## config.mk

```make
export PLATFORM = sky130hd
export DESIGN_NAME = ael_ram
export DESIGN_NICKNAME = d
export VERILOG_FILES = /design/src/sv/ael_ram.sv
export SDC_FILE = /design/constraint.sdc
export NUM_CORES = 1
export LEC_CHECK = 0
export BUFFER_PORTS_ARGS = -buffer_cell sky130_fd_sc_hd__buf_2
export CAP_MARGIN = 40
export CORE_MARGIN = 1.5
export CORE_UTILIZATION = 47
export DETAILED_ROUTE_END_ITERATION = 12
export SLEW_MARGIN = 20
export SYNTH_ARGS = -nofsm -noshare
export SYNTH_HDL_FRONTEND = slang
export SYNTH_SLANG_ARGS = --single-unit
```

## constraint.sdc

```tcl
create_clock -name clk -period 2.4 [get_ports clk]
set_clock_uncertainty 0.15 [all_clocks]
set_input_delay 0.24 -clock clk [delete_from_list [all_inputs] [get_ports clk]]
set_output_delay 0.24 -clock clk [all_outputs]
set_load 0.1 [all_outputs]
```

## src/sv/ael_ram.sv

```systemverilog
`default_nettype none

module ael_ram #(
  parameter int WIDTH = 8,
  parameter int DEPTH = 60,
  localparam int AW = (DEPTH > 1) ? $clog2(DEPTH) : 1
) (
  input  wire logic                 clk,
  input  wire logic                 we,
  input  wire logic [AW-1:0]        waddr,
  input  wire logic [WIDTH-1:0]     wdata,
  input  wire logic                 re,
  input  wire logic [AW-1:0]        raddr,
  output logic      [WIDTH-1:0]     rdata
);
  logic [WIDTH-1:0] mem [DEPTH];

  always_ff @(posedge clk) begin
    if (we) begin
      mem[waddr] <= wdata;
    end
    if (re) begin
      rdata <= mem[raddr];
    end
  end
endmodule

`default_nettype wire

```

Yosys cells after proc, flatten, opt, wreduce, memory -nomap -nowiden
Memories as Yosys holds them, arrays and structs flattened. A register that Yosys moved wholly into a read port is not among the register bits. Index checks and enable logic that the tools add are counted. Widths: inputs -> output; s select.

Register bits: 0. Bits in writable memories: 480. Output and inout bits: 8. Logic and storage cells: 3. Memories: 1.

Memory list: mem (words 60, width 8, read ports 1, clocked after memory_dff 1, wr ports 1, line 16) `logic [WIDTH-1:0] mem [DEPTH];`.

Multiplexer cells: 2.

Operators by type and width (number): $mux 1 (2).

Depth between registers and ports, before layout
Depth in word-level cells: 2. Depth in mapped cells: 9. Gate-level depth less buffers: 5.

Least setup slack after synthesis
Ideal clock, no wire load.

Kind: input-to-reg. Start point: in raddr[0]. End point: reg rdata[5] (read register of mem), data pin. Arrival: 1.656 ns. Required time: 1.984 ns. Path slack: 0.328 ns. Stages on the path: 8. Path buffers: 3. Cell sequence: buf_6 -> buf_6 -> buf_12 -> mux2_2 -> o221ai_1 -> o31ai_1 -> a211oi_1 -> a211oi_2.

RTL lines: start: declaration (line 13) `input wire logic [AW-1:0] raddr,`; end: declaration (line 14) `output logic [WIDTH-1:0] rdata`.

==> results_dict.tcl <==
set metrics [dict create \
    status "completed" \
    synth_seq_area_share_pct 75.9 \
    peakVddDrop_v 0.000520 \
    critPathRequiredTime_ns 2.58 \
    dpl_cell_area_mm2 0.0210 \
    synth_edf_count 488 \
    worstPathMaxFanout 1 \
    grt_pass1_wl_mm 64.2 \
    hold_path_class "in -> reg" \
    h-tree-depth 2 \
    postSynthAreaPerCell_um2 20.9 \
    clockRootBuffer "clkbuf_16" \
    regToRegSetupSlack_ns 0.17 \
    synth_top_family_by_area "multiplexers" \
    slew_violations 0 \
    synthMuxAreaShare_pct 15.3 \
    placedCellCount 1567 \
    die_area_mm2 0.0423 \
    boundaryPins 31 \
    ys_types 41 \
    cts_resized 0 \
    clk_pin_slew_worst_paths_ns 0.06 \
    overflow 0 \
    die_w_um 206 \
    drv_cap 0 \
    grt_max_degree 61 \
    drt_iter0_drc 940 \
    p_leak_nw 7.36 \
    die_y_um 206 \
    synth_top_flop_cell "edfxtp_1" \
    postSynthCellCount 925 \
    drt_wl_total_mm 43.3 \
    fillCellCount 3081 \
    fin_crit_sh_pct 93.0 \
    critPathKind "reg -> reg" \
    timing.fmax_mhz 448 \
    start_util_pct 47.4 \
    powerDensity_mw_per_mm2 799 \
    min_period_ns 2.23 \
    io_buffers 30 \
    synth_top_cell_area_share_pct 75.9 \
    worstMarginPinSlew_ns 0.748 \
    yosysTopAreaCell "edfxtp_1" \
    cts_hold_buf 2 \
    rsz0062_at_grt "no" \
    critPathArrivalTime_ns 2.42 \
    synth_xor_area_share_pct 0 \
    clkSinkCount 488 \
    start_kind "flop" \
    dr.pass1.iters 5 \
    ys_seq_elements 488 \
    async_flop_share_pct 0 \
    p_sw_w 0.00381 \
    viasPerCell 5.77 \
    area_growth_pct 16.7 \
    crit_path_end_kind "flop" \
    p_seq_share_pct 52.6 \
    rows 74 \
    cts_buffer_depth 3 \
    synthAdderAreaFrac_pct 0 \
    swShare_pct 21.1 \
    clkPwrFrac_pct 41.3 \
    synth.area.top_cells "edfxtp_1 76%, mux4_2 9.9%, mux4_1 2.6%, mux2_2 1.9%, nor2_1 1.4%" \
    cts_setup_buffers 0 \
    wl_per_cell_um 26.0 \
    fin_area_mm2 0.0226 \
    cts_buffers 50 \
    track_usage_pct 21.4 \
    cts_tree "yes" \
    finalSetupViolations 0 \
    vias 9596 \
    fin_cells 1664 \
    layout.nets 1112 \
    synth_most_common_cell "edfxtp_1" \
    relSlewSlack_pct 50.1 \
    place_hpwl_mm 27.8 \
    syn_nets 948 \
    synth_simple_gate_area_share_pct 3.37 \
    p_comb_share_pct 6.1 \
    layout-drive-gt1-share_pct 32.1 \
    synth_compound_area_share_pct 3.56 \
    clock_latency_ns 0.59 \
    coreArea_mm2 0.0407 \
    internal-power_w 0.0142 \
    yosys-top-cells-count "488 x edfxtp_1, 85 x mux4_2, 71 x nor2_1" \
    antenna_left 0 \
    antenna_found_initial 3 \
    gp_congestion 0.829 \
    synth_area_mm2 0.0193 \
    grt_pass1_vias 9749 \
    yosys_warnings 0 \
    hold_violations 0 \
    drc_errors 0 \
]
-- path summary, 6_finish.rpt --
path,start,end,cells past startpoint
max,mem[39][1]$_DFFE_PP_,rdata[1]$_DFFE_PP_,6
max reg2reg,mem[39][1]$_DFFE_PP_,rdata[1]$_DFFE_PP_,6
min reg2reg,mem[20][6]$_DFFE_PP_,rdata[6]$_DFFE_PP_,3
min,wdata[1],mem[38][1]$_DFFE_PP_,2
-- worst max-delay path, cell delays in order (launching register included) --
cell      delay, ns
edfxtp_1       0.35
mux4_2         0.51
mux2i_1        0.37
o41ai_1        0.12
a211oi_1       0.27
buf_4          0.18
a211oi_2       0.04
-- power by group through the flow --
| stage | clock network (W) | logic [W] | registers [W] |
|---|---|---|---|
| global route | 0.00791 | 0.00117 | 0.00948 |
| finish | 0.00743 | 0.00110 | 0.00948 |
| detailed placement | 0 | 0.00111 | 0.00965 |
| global placement | 0 | 0.00109 | 0.00965 |
| floorplan | 0 | 0.000533 | 0.00974 |
| CTS | 0.00758 | 0.00112 | 0.00947 |
-- layer usage --
metal | wire length (um) | GRT usage [%] | share of wire [%] | up-vias
li1 | - | - | - | 4196
met1 | 18400 | 30.1 | 43 | 5007
met2 | 21000 | 33.7 | 48 | 319
met3 | 2860 | 4.83 | 6.6 | 72
met4 | 1030 | 6.20 | 2.4 | 2
met5 | 13 | 0 | 0.030 | -
-- final cells by class --
type                            count  area [um2]  area share [%]
Antenna cell                        2        5.00          0.0222
Multi-Input combinational cell    385        4290            19.0
Clock buffer                       64        1330            5.87
Clock inverter                     29         241            1.07
Sequential cell                   488       14700            65.0
Timing Repair Buffer              164        1370            6.07
Tap cell                          532         666            2.95
-- kinds of logic (layout without fill, tap and decap cells) --
kind of cell           Yosys count  after routing
muxes                          154            154
AOI/OAI and AO/OA               90             90
DFF                            488            488
buffers and inverters           52            257
and+or+nand+nor                141            141
other                            0              2
-- per-stage QoR --
stage / util, % / total power, W / TNS, ns / worst slack [ns] / hold WS, ns
final: 55.4 / 0.0180 / 0 / 0.169 / 0.0184
after global routing: 55.4 / 0.0186 / 0 / 0.0357 / 0.0136
after CTS: 55.4 / 0.0182 / 0 / 0.157 / 0.0161
after detailed placement: 51.5 / 0.0108 / -0.722 / -0.187 / 0.473
after global placement: 51.4 / 0.0107 / -0.736 / -0.214 / 0.466
after floorplan: - / 0.0103 / 0 / 0.328 / 0.189
-- cell usage in the layout (no fill, tap or decap), types with 3 or more instances in the layout --
master,synthesis,final
or3b_2,3,3
clkinv_2,0,11
a22o_1,6,6
o31ai_1,6,6
mux2i_1,18,18
bufinv_16,0,4
nand3b_1,4,4
a31oi_1,8,8
a21oi_2,6,6
o41ai_1,6,6
clkinv_1,0,11
a21oi_1,12,12
buf_12,6,14
nand2_1,24,24
buf_4,2,119
mux4_2,85,85
edfxtp_1,488,488
mux2_2,32,32
o211ai_1,6,6
nand3_1,9,9
a22oi_1,8,8
o221ai_1,6,6
a211oi_2,6,6
o22ai_1,6,6
mux4_1,19,19
nor2b_1,12,12
clkbuf_16,0,51
a211oi_1,6,6
buf_2,10,27
nor2_1,71,71
clkbuf_1,25,13
nand2b_1,10,10
-- registers in the layout, indices dropped and copies added, names as in the netlist --
| signal | cells |
|---|---|
| rdata | 8 |
| mem | 480 |
Note: power is estimated with default switching activity, not from simulation.
