### src/sv/ael_pkg.sv
`default_nettype none

package ael_pkg;

  localparam int NAME_BYTES_DEF = 60;
  localparam logic [31:0] HEADER_MAGIC = 32'h4D43504B;
  localparam logic [31:0] HEADER_VERSION = 32'd1;
  localparam int HEADER_BYTES = 16;

  typedef enum logic [2:0] {
    ST_FOUND       = 3'd0,
    ST_TRUNCATED   = 3'd1,
    ST_BAD_MAGIC   = 3'd2,
    ST_BAD_VERSION = 3'd3,
    ST_NOT_FOUND   = 3'd4
  } status_t;

  typedef struct packed {
    logic       mode;
    logic [7:0] data;
    logic       first;
  } in_item_t;

  typedef struct packed {
    logic [2:0]  status;
    logic [63:0] data_offset;
    logic [63:0] data_size;
  } out_item_t;

endpackage

`default_nettype wire

### src/sv/ael_chan_if.sv
`default_nettype none

interface ael_chan_if #(
  parameter type payload_t = logic
);
  logic     valid;
  logic     ready;
  payload_t payload;

  modport source (output valid, output payload, input ready);
  modport sink (input valid, input payload, output ready);
endinterface

`default_nettype wire

### src/sv/ael_outq.sv
`default_nettype none

// Two-deep result queue: output register plus one skid slot.
module ael_outq (
  input  wire logic              clk,
  input  wire logic              rst,
  input  wire logic              push,
  input  wire ael_pkg::out_item_t push_item,
  output logic                   full,
  ael_chan_if.source             result
);
  logic                o_valid;
  ael_pkg::out_item_t  o_item;
  logic                s_valid;
  ael_pkg::out_item_t  s_item;
  logic                pop;

  assign pop            = o_valid && result.ready;
  assign full           = s_valid;
  assign result.valid   = o_valid;
  assign result.payload = o_item;

  always_ff @(posedge clk) begin
    if (rst) begin
      o_valid <= 1'b0;
      s_valid <= 1'b0;
    end else begin
      if (!o_valid || pop) begin
        if (s_valid) begin
          o_valid <= 1'b1;
          o_item  <= s_item;
          s_valid <= push;
          s_item  <= push_item;
        end else begin
          o_valid <= push;
          o_item  <= push_item;
        end
      end else if (push) begin
        s_valid <= 1'b1;
        s_item  <= push_item;
      end
    end
  end
endmodule

`default_nettype wire

### src/flat_wrapper.sv
// flat-port wrapper written by rule: the top's interface ports become plain ports
module ael_outq_flat 
  (clk, rst, push, push_item, full, result_valid, result_payload, result_ready);
  ael_chan_if result_i ();
  input  wire logic clk;
  input  wire logic rst;
  input  wire logic push;
  input  wire ael_pkg::out_item_t push_item;
  output logic full;
  output wire logic [$bits(result_i.valid)-1:0] result_valid;
  output wire logic [$bits(result_i.payload)-1:0] result_payload;
  input wire logic [$bits(result_i.ready)-1:0] result_ready;
  assign result_valid = result_i.valid;
  assign result_payload = result_i.payload;
  assign result_i.ready = result_ready;
  ael_outq u_core (.clk(clk), .rst(rst), .push(push), .push_item(push_item), .full(full), .result(result_i));
endmodule
### config.mk
export PLATFORM = sky130hd
export DESIGN_NAME = ael_outq_flat
export DESIGN_NICKNAME = d
export VERILOG_FILES = /design/src/sv/ael_pkg.sv /design/src/sv/ael_chan_if.sv /design/src/sv/ael_outq.sv /design/src/flat_wrapper.sv
export SDC_FILE = /design/constraint.sdc
export NUM_CORES = 1
export LEC_CHECK = 0
export ABC_CLOCK_PERIOD_IN_PS = 1200
export BUFFER_PORTS_ARGS = -buffer_cell sky130_fd_sc_hd__buf_2
export CORE_AREA = 3 3 52 54
export CTS_BUF_LIST = sky130_fd_sc_hd__clkbuf_16
export DETAILED_ROUTE_END_ITERATION = 7
export DIE_AREA = 0 0 55 57
export PLACE_DENSITY_LB_ADDON = 0.12
export RECOVER_POWER = 50
export SLEW_MARGIN = 10
export SYNTH_ARGS = -nofsm -noshare
export SYNTH_HDL_FRONTEND = slang
export SYNTH_SLANG_ARGS = --single-unit
### constraint.sdc
create_clock -name clk -period 1.2 [get_ports clk]
set_input_delay 0.12 -clock clk [delete_from_list [all_inputs] [get_ports clk]]
set_output_delay 0.12 -clock clk [all_outputs]
set_load 0.03 [all_outputs]
[Word-level counts from Yosys, hierarchy flattened]
Index checks and enable logic that the tools add are counted.
Storage, ports and cells
  bits in writable memories: 0
  memories: 0
  ROM bits: 0
  word-level logic and storage cells: 20
  output and inout port bits: 3
  bits in latches: 0
  register bits after elaboration: 4
Cells by class
  div/mod/pow operators: 0
  bitwise operators: 1
  eq/ne operators: 1
  shift-type cells: 0
  reductions and logical operators: 6
  $add $sub $neg: 0
  muxes and demuxes: 8
  order comparisons: 0
  multiply operators: 0
Operators by type and width (count)
  $mux 1: 8
  $reduce_and 3->1: 1
  $ne 2x1->1 const B: 1
  $reduce_and 2->1: 1
  $reduce_bool 2->1: 1
  $logic_and 1x1->1: 1
  $logic_not 1->1: 1
  $logic_or 1x1->1: 1
  $not 1->1: 1

[Logic depth before layout (Yosys ltp)]
  depth in word-level cells: 4
  gate-level depth with buffers: 3

[Worst setup path before layout]
OpenSTA, ideal clock, no wires.
  kind: reg2reg
  from: register u_core.o_valid (netlist: u_core.result.valid)
  to: register u_core.s_item[0] in the netlist's numbering, enable pin
  arrival time: 0.892 ns
  required time: 0.901 ns
  path buffers: 0
  clock period less this slack: 1.191 ns
  slack: 0.009 ns
  cell stages (with the launch flop): 4
  cell sequence: dfxtp_1 -> nor2b_4 -> mux2i_1 -> nor2_1
Between the ends
  word-level cells in the longest chain between the ends: 4
  elaborated cells between the ends (all ways): 6
  classes of those cells: 1 x eq/ne; 5 x reduce/logical
Ends and longest elaborated chain
  start, declared: RTL line ael_outq.sv:12  | logic o_valid;
  start signal, assigned: RTL line ael_outq.sv:35  | o_valid <= push;
  $logic_not 1->1 / $logic_and 1x1->1 (equally long branches): RTL line ael_outq.sv:28, ael_outq.sv:18
  $logic_or 1x1->1 (*): RTL line ael_outq.sv:28  | if (!o_valid || pop) begin
  $ne 2x1->1 (no source line) / $reduce_bool 2->1 (equally long branches)
  $reduce_and 3->1 (no source line) (*)
  end signal, assigned: RTL line ael_outq.sv:33  | s_item <= push_item;
  end signal, assigned: RTL line ael_outq.sv:40  | s_item <= push_item;
  end, declared: RTL line ael_outq.sv:15  | ael_pkg::out_item_t s_item;
Mark *: on every way between the ends. The rest lies on a longest branch, timed or not.
A chain may end at the register's enable or synchronous reset.

[Worst setup path in the final report]
  from: register u_core.s_valid (netlist: u_core.full)
  to: register u_core.o_item (netlist bit u_core.result.payload) (data pin)
Between the ends
  word-level cells in the longest chain between the ends: 1
Ends and longest elaborated chain
  start, declared: RTL line ael_outq.sv:14  | logic s_valid;
  start signal, assigned: RTL line ael_outq.sv:32  | s_valid <= push;
  $mux 1: RTL line ael_outq.sv:29  | if (s_valid) begin
  end signal, assigned: RTL line ael_outq.sv:31  | o_item <= s_item;
  end signal, assigned: RTL line ael_outq.sv:36  | o_item <= push_item;
  end, declared: RTL line ael_outq.sv:13  | ael_pkg::out_item_t o_item;
Every way passes these cells.

==> results by group <==
Status
  • Status: completed

Setup path
  • WP depth: 1
  • Crit path arrival time: between 0.9 and 1 ns
  • Reg2reg start: u_core.full
  • Crit end category: register
  • Critical Path Source Type: register
  • CP Buf/Inv Count: 0
  • R2R Path End: u_core.result.payload
  • Reg2Reg Depth: 1
  • Worst Path Required: 1.17 ns
  • Critical path's slowest cell: dfxtp_1
  • Crit path max-delay family: flip-flops
  • Kind of critical path: register to register
  • Crit path from: u_core.full
  • Slowest stage delay, CP: roughly 0.4 ns
  • Critical-path maximum fanout: 6
  • Flop-to-flop setup slack: 0.19 ns
  • Crit-path cells: mux2_2
  • CP endpoint: u_core.result.payload

STA
  • Final Hold Vio Count: 0
  • Final Skew: 0.00174 ns
  • Total negative slack: 0 ns
  • Slew Limit Headroom: 0.761
  • Period utilization: 0.839
  • FMAX: 0.994 GHz
  • Tmin final: 1.01 ns
  • # setup viols final: 0
  • Fin. max-slew vios: 0
  • RSZ-0062 raised after global routing: false
  • Slew @ Worst Pin: between 0.3 and 0.4 ns
  • Setup slack after layout: 0.194 ns

Synth
  • Post-synthesis sequential area ratio: 0.606
  • Post-synthesis async set-or-reset flop share: 0
  • Synth top area share: 0.364
  • Post-synthesis instance area: 165 um2
  • Most frequently used flop master after synthesis: edfxtp_1
  • Distinct cells, synth: 10
  • Mapped Nets: 149
  • Most common cell in the netlist: nor2_1
  • Mapped Cells: 14
  • Syn avg cell area: approximately 12 um2
  • Number of flops mapped to enable cells by yosys: 2
  • Yosys top cell by area: edfxtp_1
  • Register bit count reported by yosys: 4
  • Synth area leaders: edfxtp_1, dfxtp_1, nor2b_4
  • YS warnings: 0
  • Commonest cells post-synth: nor2_1, dfxtp_1, edfxtp_1

Clock tree
  • Clk pin slew, worst setup/hold paths: 0.03 ns
  • Post-CTS setup buffers: 0
  • H-Tree Depth: 1
  • CTS Hold Buffers Added: 0
  • Worst-case clock buffer depth: 2
  • CTS tree: built
  • Clock Sinks: 4
  • CTS root buffer: clkbuf_16
  • Post-cts resize count: 0
  • Worst skew pair latency: 0.22 ns
  • CTS buffer count: 3

Global route
  • Aggregate global routing overflow: 0
  • Largest net degree at the start of global routing: 7
  • Total Routing Usage GR: 0.0319
  • Initial antenna violation count: 0
  • Number of global-route vias before repair: between 100 and 150
  • First-pass GRT wire length: 586 um

Placement
  • Post-place setup slack: 0.187 ns
  • Routability cong.: 0.626
  • HPWL after DPL: approximately 290 um
  • Inst Count DP: between 40 and 50
  • Port Buf Inserts: 7

Cells and area
  • Nets: ~160
  • Fraction of layout cells with a size suffix above 1: 0.417
  • Non-Filler Instances: 52
  • Antenna cells: 0
  • Synthesis-to-layout area growth: 86.4%
  • Fillcell total: 275

Pwr
  • Internal: 593 uW
  • Power Dens Cells: 2310 nW/um2
  • Leakage power: 0.000116 uW
  • Sw frac: 0.167
  • Power share of the clock group: 0.724
  • Peak supply drop: 0.614 mV
  • Power, Total: 713 uW
  • Logic gate share of total power: 0.057
  • Psw: around 120 uW
  • Sequential share of power: 0.219

Drt
  • Post-route antenna net violation count: 0
  • Wire per inst: 7.48 um
  • DR DRC count: 0
  • TritonRoute pass-1 iters: 2
  • 1st-iter DRT viols: 3
  • Via-to-Cell Ratio: ~2.6
  • Vias: between 100 and 150
  • Wirelength, routed: 389 um

Floorplanning
  • Core ar.: 2250 um2
  • Num ports: 138
  • Initial cell density of the core: 0.0733
  • Die area: about 3100 um2
  • Rows: 17
  • Die Width: 55 um
  • Die Y: between 50 and 60 um

Hold path
  • Worst Hold Class: input pin to register

Flow run
  • Max cap viols: 0
[registers in the layout, indices dropped and copies added (netlist names)]
name / flops
u_core.full: 1
u_core.result.payload: 1
u_core.s_item: 1
u_core.result.valid: 1
[power groups by stage]
| stage | sequential, uW | clock [uW] | combinational, uW |
|---|---|---|---|
| after global routing | 157 | 541 | 45.0 |
| after floorplan | 168 | 0 | 13.5 |
| after CTS | 156 | 528 | 42.3 |
| after global placement | 157 | 0 | 42.1 |
| final | 156 | 516 | 40.6 |
| after detailed placement | 158 | 0 | 42.1 |
[how the worst min path moves through the flow]
stage / from / to / slack [ns] / cells past startpoint
after floorplan: rst / u_core.full / 0.19 / 1
after global placement: push_item[0] / u_core.s_item[0] / 0.32 / 1
after detailed placement: push_item[0] / u_core.s_item[0] / 0.33 / 1
after CTS: push_item[0] / u_core.s_item[0] / 0.1 / 1
after global routing: rst / u_core.full / 0.13 / 2
final: rst / u_core.result.valid / 0.10 / 2
[placed cells by master, fill, tap and decap left out]
cell type  instances
mux2i_1            1
mux2_2             1
buf_2              5
clkbuf_1           2
nor3_1             1
clkbuf_16          3
dfxtp_1            2
nor2_1             3
nand2_1            1
nor2b_4            1
a21oi_1            1
o21ai_0            1
edfxtp_1           2
[metal layers]
layer	vias to the layer above	GRT usage	part of all wire
met2	8	0.0203	0.28
met5	-	0	0
met4	0	0.0417	0
li1	69	-	-
met1	56	0.0415	0.55
met3	0	0.0313	0.17
[per-stage QoR]
stage	utilization	hold WS (ns)	instance area, um2
after floorplan	-	0.189	165
after global placement	0.104	0.315	235
after detailed placement	0.104	0.326	235
after CTS	0.138	0.0971	310
after global routing	0.137	0.128	308
final	0.137	0.104	308
[kinds of logic after synthesis]
| logic type | synth area share |
|---|---|
| and+or+nand+nor | 0.204 |
| DFF | 0.606 |
| AOI/OAI and AO/OA | 0.0605 |
| muxes | 0.129 |
[layout make-up]
| cell class | count | area [um2] | area share |
|---|---|---|---|
| Clock buffer | 3 | 75.1 | 0.244 |
| Multi-Input combinational cell | 10 | 65.1 | 0.211 |
| Sequential cell | 4 | 100 | 0.325 |
| Tap cell | 28 | 35.0 | 0.114 |
| Timing Repair Buffer | 7 | 32.5 | 0.106 |
No activity file was read; power rests on OpenSTA's default activity.
